===== src/rtl/mfra_pkg.sv =====
// Shared types, register indexes and reset constants of the rate adjuster.
package mfra_pkg;

  // Default table depth
  localparam int SLOTS_DEF = 16;

  // Field widths
  localparam int INTV_W  = 10;
  localparam int STALE_W = 16;
  localparam int THR_W   = 8;
  localparam int SLOT_W  = 4;
  localparam int REC_W   = 2;
  localparam int TIME_W  = 32;
  localparam int CNT_OUT_W = 5;
  localparam int CFG_IDX_W = 3;
  localparam int CFG_DATA_W = 16;

  // Configuration register indexes
  localparam logic [CFG_IDX_W-1:0] REG_BASE_INTERVAL    = 3'd0;
  localparam logic [CFG_IDX_W-1:0] REG_MAX_INTERVAL     = 3'd1;
  localparam logic [CFG_IDX_W-1:0] REG_MIN_INTERVAL     = 3'd2;
  localparam logic [CFG_IDX_W-1:0] REG_STALE_LIMIT      = 3'd3;
  localparam logic [CFG_IDX_W-1:0] REG_CHANGE_THRESHOLD = 3'd4;

  // Reset values
  localparam logic [INTV_W-1:0]  BASE_RST   = 10'd33;
  localparam logic [INTV_W-1:0]  MAX_RST    = 10'd500;
  localparam logic [INTV_W-1:0]  MIN_RST    = 10'd10;
  localparam logic [STALE_W-1:0] STALE_RST  = 16'd10999;
  localparam logic [THR_W-1:0]   THR_RST    = 8'd5;
  localparam logic [INTV_W-1:0]  INTV_RST   = 10'd33;

  // Item opcodes
  localparam logic OP_FEEDBACK   = 1'b0;
  localparam logic OP_DISCONNECT = 1'b1;

  // Recommendation codes
  localparam logic [REC_W-1:0] REC_NORMAL = 2'd0;
  localparam logic [REC_W-1:0] REC_SLOW   = 2'd1;
  localparam logic [REC_W-1:0] REC_READY  = 2'd2;
  localparam logic [REC_W-1:0] REC_SPARE  = 2'd3;  // unassigned, counted as normal

  // Controller to datapath commands
  typedef struct packed {
    logic start;     // input transfer: write/clear slot, clear counters
    logic walk;      // table walk cycle
    logic decide;    // pick direction, multiply by factor
    logic scale;     // divide by five
    logic apply;     // clamp, threshold, update interval
    logic load_out;  // load result register
  } cmd_t;

  // Datapath to controller status
  typedef struct packed {
    logic walk_done;
  } status_t;

endpackage


===== src/rtl/majority_feedback_rate_adjuster_core.sv =====
// Top level of the majority feedback rate adjuster.
//
//  channel  | handshake             | payload
//  ---------+-----------------------+------------------------------------------
//  in       | in_valid / in_ready   | op, slot, recommendation, now_ms
//  out      | out_valid / out_ready | interval, changed, active/slow/normal/ready_count
//  cfg      | cfg_we                | cfg_index, cfg_data
//
// A feedback item raises out_valid after the walk reads one table entry per
// cycle on the single read port and evaluates the last read, and three
// arithmetic steps and a result load follow. in_ready returns with out_valid,
// so a new item is taken only once the previous one is in the output register.
// A disconnect skips the walk and arithmetic and goes straight to the result
// load. A new input is taken while the previous result waits in the output
// register; an item stalls in its last step only while that is full.
// Synchronous reset clears all valid bits, loads register defaults and 33 ms.
module majority_feedback_rate_adjuster_core #(
  parameter int SLOTS = mfra_pkg::SLOTS_DEF
) (
  input  logic                                clk,
  input  logic                                rst,
  input  logic                                in_valid,
  output logic                                in_ready,
  input  logic                                op,
  input  logic [mfra_pkg::SLOT_W-1:0]         slot,
  input  logic [mfra_pkg::REC_W-1:0]          recommendation,
  input  logic [mfra_pkg::TIME_W-1:0]         now_ms,
  output logic                                out_valid,
  input  logic                                out_ready,
  output logic [mfra_pkg::INTV_W-1:0]         interval,
  output logic                                changed,
  output logic [mfra_pkg::CNT_OUT_W-1:0]      active_count,
  output logic [mfra_pkg::CNT_OUT_W-1:0]      slow_count,
  output logic [mfra_pkg::CNT_OUT_W-1:0]      normal_count,
  output logic [mfra_pkg::CNT_OUT_W-1:0]      ready_count,
  input  logic                                cfg_we,
  input  logic [mfra_pkg::CFG_IDX_W-1:0]      cfg_index,
  input  logic [mfra_pkg::CFG_DATA_W-1:0]     cfg_data
);

  mfra_pkg::cmd_t    cmd;
  mfra_pkg::status_t status;

  mfra_ctrl u_ctrl (
    .clk       (clk),
    .rst       (rst),
    .in_valid  (in_valid),
    .in_ready  (in_ready),
    .op        (op),
    .out_valid (out_valid),
    .out_ready (out_ready),
    .cmd       (cmd),
    .status    (status)
  );

  mfra_datapath #(.SLOTS(SLOTS)) u_dp (
    .clk            (clk),
    .rst            (rst),
    .cmd            (cmd),
    .status         (status),
    .op             (op),
    .slot           (slot),
    .recommendation (recommendation),
    .now_ms         (now_ms),
    .cfg_we         (cfg_we),
    .cfg_index      (cfg_index),
    .cfg_data       (cfg_data),
    .interval       (interval),
    .changed        (changed),
    .active_count   (active_count),
    .slow_count     (slow_count),
    .normal_count   (normal_count),
    .ready_count    (ready_count)
  );

endmodule


===== src/rtl/mfra_ctrl.sv =====
// Controller state machine of the rate adjuster.
module mfra_ctrl (
  input  logic               clk,
  input  logic               rst,
  input  logic               in_valid,
  output logic               in_ready,
  input  logic               op,
  output logic               out_valid,
  input  logic               out_ready,
  output mfra_pkg::cmd_t     cmd,
  input  mfra_pkg::status_t  status
);

  typedef enum logic [2:0] {
    S_IDLE, S_WALK, S_DECIDE, S_SCALE, S_APPLY, S_FINISH
  } state_t;

  state_t state;
  logic   in_xfer;

  assign in_ready = (state == S_IDLE);
  assign in_xfer  = in_valid && in_ready;

  // Commands decoded from state and the handshakes
  always_comb begin
    cmd          = '0;
    cmd.start    = in_xfer;
    cmd.walk     = (state == S_WALK);
    cmd.decide   = (state == S_DECIDE);
    cmd.scale    = (state == S_SCALE);
    cmd.apply    = (state == S_APPLY);
    cmd.load_out = (state == S_FINISH) && (!out_valid || out_ready);
  end

  // State and output valid
  always_ff @(posedge clk) begin
    if (rst) begin
      state     <= S_IDLE;
      out_valid <= 1'b0;
    end else begin
      if (cmd.load_out) begin
        out_valid <= 1'b1;
      end else if (out_ready) begin
        out_valid <= 1'b0;
      end
      case (state)
        S_IDLE: begin
          if (in_xfer) begin
            state <= (op == mfra_pkg::OP_DISCONNECT) ? S_FINISH : S_WALK;
          end
        end
        S_WALK: begin
          if (status.walk_done) begin
            state <= S_DECIDE;
          end
        end
        S_DECIDE: state <= S_SCALE;
        S_SCALE:  state <= S_APPLY;
        S_APPLY:  state <= S_FINISH;
        S_FINISH: begin
          if (cmd.load_out) begin
            state <= S_IDLE;
          end
        end
        default:  state <= S_IDLE;
      endcase
    end
  end

endmodule


===== src/rtl/mfra_datapath.sv =====
// Datapath: config registers, feedback table, counters, interval arithmetic.
module mfra_datapath #(
  parameter int SLOTS = mfra_pkg::SLOTS_DEF
) (
  input  logic                                clk,
  input  logic                                rst,
  input  mfra_pkg::cmd_t                      cmd,
  output mfra_pkg::status_t                   status,
  input  logic                                op,
  input  logic [mfra_pkg::SLOT_W-1:0]         slot,
  input  logic [mfra_pkg::REC_W-1:0]          recommendation,
  input  logic [mfra_pkg::TIME_W-1:0]         now_ms,
  input  logic                                cfg_we,
  input  logic [mfra_pkg::CFG_IDX_W-1:0]      cfg_index,
  input  logic [mfra_pkg::CFG_DATA_W-1:0]     cfg_data,
  output logic [mfra_pkg::INTV_W-1:0]         interval,
  output logic                                changed,
  output logic [mfra_pkg::CNT_OUT_W-1:0]      active_count,
  output logic [mfra_pkg::CNT_OUT_W-1:0]      slow_count,
  output logic [mfra_pkg::CNT_OUT_W-1:0]      normal_count,
  output logic [mfra_pkg::CNT_OUT_W-1:0]      ready_count
);

  localparam int IDX_W = (SLOTS > 1) ? $clog2(SLOTS) : 1;
  localparam int CNT_W = $clog2(SLOTS + 1);
  localparam int ENT_W = mfra_pkg::REC_W + mfra_pkg::TIME_W;
  localparam int PROD_W = 15;   // 1023 * 21 fits
  localparam int PRE_W  = 13;   // dividend into the divide-by-five
  localparam int Q_W    = 11;

  typedef enum logic [2:0] {
    M_HOLD, M_SLOW, M_READY, M_DOWN, M_UP
  } mode_t;

  // Floor divide by five via reciprocal, exact for x below 16384
  function automatic logic [Q_W-1:0] div5(input logic [PRE_W-1:0] x);
    logic [2*PRE_W-1:0] p;
    p = x * 13'd6554;
    return p[2*PRE_W-1:15];
  endfunction

  function automatic logic [mfra_pkg::CNT_OUT_W-1:0] sat5(input logic [CNT_W-1:0] c);
    return (32'(c) > 31) ? 5'd31 : 5'(c);
  endfunction

  // Configuration registers
  logic [mfra_pkg::INTV_W-1:0]  base_interval;
  logic [mfra_pkg::INTV_W-1:0]  max_interval;
  logic [mfra_pkg::INTV_W-1:0]  min_interval;
  logic [mfra_pkg::STALE_W-1:0] stale_limit_ms;
  logic [mfra_pkg::THR_W-1:0]   change_threshold;

  always_ff @(posedge clk) begin
    if (rst) begin
      base_interval    <= mfra_pkg::BASE_RST;
      max_interval     <= mfra_pkg::MAX_RST;
      min_interval     <= mfra_pkg::MIN_RST;
      stale_limit_ms   <= mfra_pkg::STALE_RST;
      change_threshold <= mfra_pkg::THR_RST;
    end else if (cfg_we) begin
      case (cfg_index)
        mfra_pkg::REG_BASE_INTERVAL:    base_interval    <= cfg_data[mfra_pkg::INTV_W-1:0];
        mfra_pkg::REG_MAX_INTERVAL:     max_interval     <= cfg_data[mfra_pkg::INTV_W-1:0];
        mfra_pkg::REG_MIN_INTERVAL:     min_interval     <= cfg_data[mfra_pkg::INTV_W-1:0];
        mfra_pkg::REG_STALE_LIMIT:      stale_limit_ms   <= cfg_data[mfra_pkg::STALE_W-1:0];
        mfra_pkg::REG_CHANGE_THRESHOLD: change_threshold <= cfg_data[mfra_pkg::THR_W-1:0];
        default: ;
      endcase
    end
  end

  // Feedback table: valid bits in flops, recommendation and stamp in memory
  logic [SLOTS-1:0]          valid;
  logic [ENT_W-1:0]          mem [SLOTS];
  logic [ENT_W-1:0]          rd_data;
  logic                      slot_ok;
  logic [IDX_W-1:0]          widx;
  logic [mfra_pkg::TIME_W-1:0] now_r;

  // Walk state
  logic [CNT_W-1:0]          wcnt;
  logic                      issue;
  logic                      eval_pend;
  logic [IDX_W-1:0]          eidx;
  logic [mfra_pkg::TIME_W-1:0] elapsed;
  logic                      stale;
  logic [mfra_pkg::REC_W-1:0] ent_rec;

  assign slot_ok = (32'(slot) < SLOTS);
  assign widx    = IDX_W'(slot);
  assign issue   = cmd.walk && (32'(wcnt) < SLOTS);
  assign status.walk_done = (32'(wcnt) == SLOTS);
  assign ent_rec = rd_data[ENT_W-1:mfra_pkg::TIME_W];
  assign elapsed = now_r - rd_data[mfra_pkg::TIME_W-1:0];
  assign stale   = (elapsed > {16'd0, stale_limit_ms});

  // Table memory port
  always_ff @(posedge clk) begin
    if (cmd.start && (op == mfra_pkg::OP_FEEDBACK) && slot_ok) begin
      mem[widx] <= {recommendation, now_ms};
    end
    if (issue) begin
      rd_data <= mem[wcnt[IDX_W-1:0]];
    end
  end

  // Valid bits
  always_ff @(posedge clk) begin
    if (rst) begin
      valid <= '0;
    end else if (cmd.start && slot_ok) begin
      valid[widx] <= (op == mfra_pkg::OP_FEEDBACK);
    end else if (eval_pend && valid[eidx] && stale) begin
      valid[eidx] <= 1'b0;
    end
  end

  // Walk counter and read pipeline
  always_ff @(posedge clk) begin
    if (rst) begin
      wcnt      <= '0;
      eval_pend <= 1'b0;
    end else begin
      if (cmd.start) begin
        wcnt <= '0;
      end else if (issue) begin
        wcnt <= wcnt + 1'b1;
      end
      eval_pend <= issue;
    end
    if (issue) begin
      eidx <= wcnt[IDX_W-1:0];
    end
    if (cmd.start) begin
      now_r <= now_ms;
    end
  end

  // Recommendation counters
  logic [CNT_W-1:0] active_c, slow_c, normal_c, ready_c;

  always_ff @(posedge clk) begin
    if (cmd.start) begin
      active_c <= '0;
      slow_c   <= '0;
      normal_c <= '0;
      ready_c  <= '0;
    end else if (eval_pend && valid[eidx] && !stale) begin
      active_c <= active_c + 1'b1;
      if (ent_rec == mfra_pkg::REC_SLOW) begin
        slow_c <= slow_c + 1'b1;
      end else if (ent_rec == mfra_pkg::REC_READY) begin
        ready_c <= ready_c + 1'b1;
      end else begin
        normal_c <= normal_c + 1'b1;
      end
    end
  end

  // Direction decision and factor
  mode_t                       mode, mode_r;
  logic [4:0]                  factor;
  logic [PROD_W-1:0]           prod;
  logic [PRE_W-1:0]            pre;
  logic [Q_W-1:0]              quot;
  logic [Q_W-1:0]              nxt;
  logic [Q_W-1:0]              cur_x;
  logic [Q_W-1:0]              diff;
  logic [mfra_pkg::INTV_W-1:0] cur;
  logic                        chg;

  assign cur_x = {1'b0, cur};

  always_comb begin
    if (active_c == '0) begin
      mode = M_HOLD;
    end else if (slow_c > (active_c >> 1)) begin
      mode = M_SLOW;
    end else if (ready_c > (active_c >> 1)) begin
      mode = M_READY;
    end else if (cur > base_interval) begin
      mode = M_DOWN;
    end else if (cur < base_interval) begin
      mode = M_UP;
    end else begin
      mode = M_HOLD;
    end
    case (mode)
      M_SLOW:  factor = 5'd6;
      M_READY: factor = 5'd17;
      M_DOWN:  factor = 5'd19;
      M_UP:    factor = 5'd21;
      default: factor = 5'd1;
    endcase
  end

  // Slow path divides by 5, the others by 20 (shift by two then by 5)
  assign pre = (mode_r == M_SLOW) ? prod[PRE_W-1:0] : PRE_W'(prod >> 2);

  // Clamp per direction
  always_comb begin
    case (mode_r)
      M_SLOW:  nxt = (quot > {1'b0, max_interval})  ? {1'b0, max_interval}  : quot;
      M_READY: nxt = (quot < {1'b0, min_interval})  ? {1'b0, min_interval}  : quot;
      M_DOWN:  nxt = (quot < {1'b0, base_interval}) ? {1'b0, base_interval} : quot;
      M_UP:    nxt = (quot > {1'b0, base_interval}) ? {1'b0, base_interval} : quot;
      default: nxt = cur_x;
    endcase
    diff = (nxt > cur_x) ? (nxt - cur_x) : (cur_x - nxt);
  end

  // Arithmetic steps and current interval
  always_ff @(posedge clk) begin
    if (cmd.decide) begin
      mode_r <= mode;
      prod   <= cur * factor;
    end
    if (cmd.scale) begin
      quot <= div5(pre);
    end
  end

  always_ff @(posedge clk) begin
    if (rst) begin
      cur <= mfra_pkg::INTV_RST;
      chg <= 1'b0;
    end else if (cmd.start) begin
      chg <= 1'b0;
    end else if (cmd.apply && (diff > {3'd0, change_threshold})) begin
      cur <= nxt[mfra_pkg::INTV_W-1:0];
      chg <= 1'b1;
    end
  end

  // Result register
  always_ff @(posedge clk) begin
    if (cmd.load_out) begin
      interval     <= cur;
      changed      <= chg;
      active_count <= sat5(active_c);
      slow_count   <= sat5(slow_c);
      normal_count <= sat5(normal_c);
      ready_count  <= sat5(ready_c);
    end
  end

endmodule


===== config.mk =====
export PLATFORM = sky130hd
export DESIGN_NAME = majority_feedback_rate_adjuster_core
export DESIGN_NICKNAME = d
export VERILOG_FILES = /design/src/rtl/mfra_pkg.sv /design/src/rtl/majority_feedback_rate_adjuster_core.sv /design/src/rtl/mfra_ctrl.sv /design/src/rtl/mfra_datapath.sv
export SDC_FILE = /design/constraint.sdc
export NUM_CORES = 1
export LEC_CHECK = 0
export ABC_AREA = 1
export BUFFER_PORTS_ARGS = -buffer_cell sky130_fd_sc_hd__buf_2
export CELL_PAD_IN_SITES_DETAIL_PLACEMENT = 1
export CELL_PAD_IN_SITES_GLOBAL_PLACEMENT = 1
export CORE_UTILIZATION = 40
export CTS_BUF_LIST = sky130_fd_sc_hd__clkbuf_8
export DETAILED_ROUTE_END_ITERATION = 16
export PLACE_DENSITY = 0.76
export SETUP_SLACK_MARGIN = 0.1
export SLEW_MARGIN = 20
export SYNTH_ARGS = -nofsm -noshare
export SYNTH_HDL_FRONTEND = slang
export SYNTH_SLANG_ARGS = --single-unit

===== constraint.sdc =====
create_clock -name clk -period 6.15 [get_ports clk]
set_clock_uncertainty 0.1 [all_clocks]
set_input_delay 0.3075 -clock clk [delete_from_list [all_inputs] [get_ports clk]]
set_output_delay 0.3075 -clock clk [all_outputs]
set_load 0.01 [all_outputs]

==> flow_summary.toml <==
[yosys]
yosys.area.top_type = "edfxtp_1"
syn_inst = 3851
syn_nets = 4225
synth.area.mux_share_pct = 0
synth_seq_cells = 785
syn_area_mm2 = 0.0395
yosysSeqAreaShare_pct = 56.9
synth_fa_ha_area_share_pct = 11.0
synth_top_area_share_pct = 51.3
synth_edf_count = 674
synth_top_family_by_area = "simple AND/OR/NAND/NOR gates"
synthSimpleGateAreaFrac_pct = 13.5
async_flop_share_pct = 0
synth_xor_area_share_pct = 1.35
ys_warn_count = 0
syn_avg_cell_area_um2 = 10.2
synth_compound_area_share_pct = 11.5
synth-main-ff-cell = "edfxtp_1"
synth.distinct_cells = 49
synth_common_cells = "edfxtp_1, nand2_1, nor2_1, inv_1, o21ai_0"
synthTopCellsByArea = "edfxtp_1, ha_1, dfxtp_1"
yosysMostFrequentCell = "edfxtp_1"

[drt]
antenna_left = 0
first_pass_iters = 6
wire_per_inst_um = 22.1
drc = 0
viasPerCell = 5.50
first_iter_violations = 2366
routed_wl_mm = 121
num_vias = 30100

[critical_path]
crit_type = "register to register"
critPathCaptureType = "register"
cp.required_ns = 6.61
crit_path_start_kind = "register"
cp.arrival_ns = 6.13
critPathMaxFanout = 13

[global_route]
antenna_found_initial = 4
grt_max_degree = 192
grt_pass1_vias = 31200
track_usage_pct = 23.9
globalRouteOverflowTotal = 0
grt_pass1_wl_mm = 182

[cells_and_area]
fillers = 10800
nets = 4466
drive_above_1_share_pct = 10.1
syn_to_final_growth_pct = 14.6
seqCellArea_mm2 = 0.0225
fin_cells = 5462
multi_input_area_mm2 = 0.0150

[timing]
fin_ws_ns = 0.480
slew_headroom_pct = 23.7
drv_slew = 0
rsz0062_at_grt = "no"
fmax_ghz = 0.176
hold_viol = 0
whs_ns = 0.147
tightest_slew_ns = 1.14
setup_viol = 0
period_needed_ns = 5.67
final.period_utilization_pct = 92.2

[placement]
place_inst = 5144
dp_hpwl_mm = 77.8
place_ws_ns = -0.111
io_buffers = 95
globalplace.congestion = 0.893

[floorplan]
ios = 96
start_util_pct = 40.6
die_w_um = 316
fp-row-count = 114
die_y_um = 316
die_area_mm2 = 0.0999
core_area_mm2 = 0.0973

[cts]
clockBufferDepth = 3
tritoncts = "built"
clock_sinks = 785
numCtsBuffers = 136
clockRootBuffer = "clkbuf_8"
htreeDepth = 4
clkTransAtPathRegs_ns = 0.06
insertion_delay_ns = 0.83

[pwr]
internal_power_mw = 11.0
clockPowerShare_pct = 25.2
p_comb_share_pct = 39.1
vdd_drop_max_v = 0.000406
power.switching_mw = 7.02
pwr-share-seq_pct = 35.7
switching_share_pct = 38.9
power.density_mw_per_mm2 = 400
power_leakage_nw = 18.2

[run]
max_cap_viol_count = 0

[status]
outcome = "complete, no violations"

[min_path]
hold_class = "input port to register"
[layout make-up]
cell class              count  share of cell area, %
clock buffers             143                   4.35
diodes                      2                 0.0111
well taps                1276                   3.53
clock inverters            87                   1.24
repair buffers            245                   4.09
multi-input cells        2468                   33.2
flip-flops and latches    785                   49.7
inverters                 456                   3.84
[placed cells by master (no fill, tap or decap), drive strengths merged, types with 77 or more instances in the layout]
master       count
o22ai          106
buf            168
nor2           466
nand3          162
dfxtp          111
clkbuf         143
dlygate4sd3     77
o21ai          386
a21oi          187
ha             251
inv            501
nand2          588
edfxtp         674
[state kept, by name, summed over array words and instances, names as in the netlist, 11 cells and up]
register	flops
u_dp.rd_data	34
u_dp.stale_limit_ms	16
u_dp.prod	15
u_dp.quot	11
u_dp.mem	544
u_dp.now_r	32
u_dp.valid	16
[logic make-up after synthesis]
group                    Yosys count
flip-flops                       785
AO/OA/AOI/OAI                    803
AND/OR/NAND/NOR                 1293
XOR/XNOR                          61
adder cells (fa/ha/maj)          311
buffers and inverters            598
[power by group through the flow]
stage | sequential (mW) | combinational [mW] | clock, mW
finish | 6.44 | 7.06 | 4.56
global route | 6.46 | 7.96 | 4.83
CTS | 6.44 | 6.99 | 4.64
detailed placement | 6.55 | 6.89 | 0
global placement | 6.53 | 6.60 | 0
floorplan | 6.42 | 4.78 | 0
[path summary, 6_finish.rpt]
path / from / to / slack, ns / cells past startpoint
max: u_dp.mode_r[1]$_DFFE_PP_ / u_dp.quot[9]$_DFFE_PN_ / 0.48 / 22
min: op / u_dp.valid[0]$_SDFFE_PP0P_ / 0.15 / 4
max reg2reg: u_dp.mode_r[1]$_DFFE_PP_ / u_dp.quot[9]$_DFFE_PN_ / 0.48 / 22
min reg2reg: u_dp.chg$_SDFFE_PP0P_ / u_dp.changed$_DFFE_PP_ / 0.36 / 0
[per-stage QoR]
step / cell area, µm² / power, mW / utilization, % / setup TNS, ns
2_1_floorplan: 39500 / 11.2 / - / 0
3_3_place_gp: 41600 / 13.1 / 42.8 / 0
3_5_place_dp: 41600 / 13.4 / 42.8 / -0.111
4_1_cts: 44900 / 18.1 / 46.2 / 0
5_1_grt: 45200 / 19.3 / 46.5 / 0
6_report: 45200 / 18.1 / 46.5 / 0
[worst max-delay path, cell delays in order, from the launching register on]
cell      delay (ns)
edfxtp_1        0.46
nor3_4          0.26
inv_2           0.15
nand2_1         0.08
nand2_1         0.11
ha_1            0.34
inv_1           0.07
fa_1            0.53
inv_1           0.06
fa_1            0.54
fa_1            0.56
fa_1            0.50
ha_1            0.35
nand2_1         0.09
nor2_1          0.14
nand4_1         0.09
o211ai_1        0.25
a21boi_1        0.17
o21ai_2         0.18
a21boi_1        0.12
nor2_1          0.10
nor2_1          0.06
xnor2_1         0.12
[what timing repair did]
item                                    in CTS  in global routing
setup buffers                                0                  7
endpoints found under the setup margin       7                 17
gates resized for setup                      6                 38
gates cloned                                 0                  0
hold buffers                                77                  0
hold endpoints to repair                   651                  0
pin swaps                                    0                  9
[layer usage]
layer	routed length [µm]	vias to the layer above	global-route usage, %
li1	-	13900	-
met4	3320	2	8.11
met2	58400	891	40.6
met5	13	-	0
met1	52200	15100	31.1
met3	6640	219	3.88
Power figures use the tool's default switching activity.
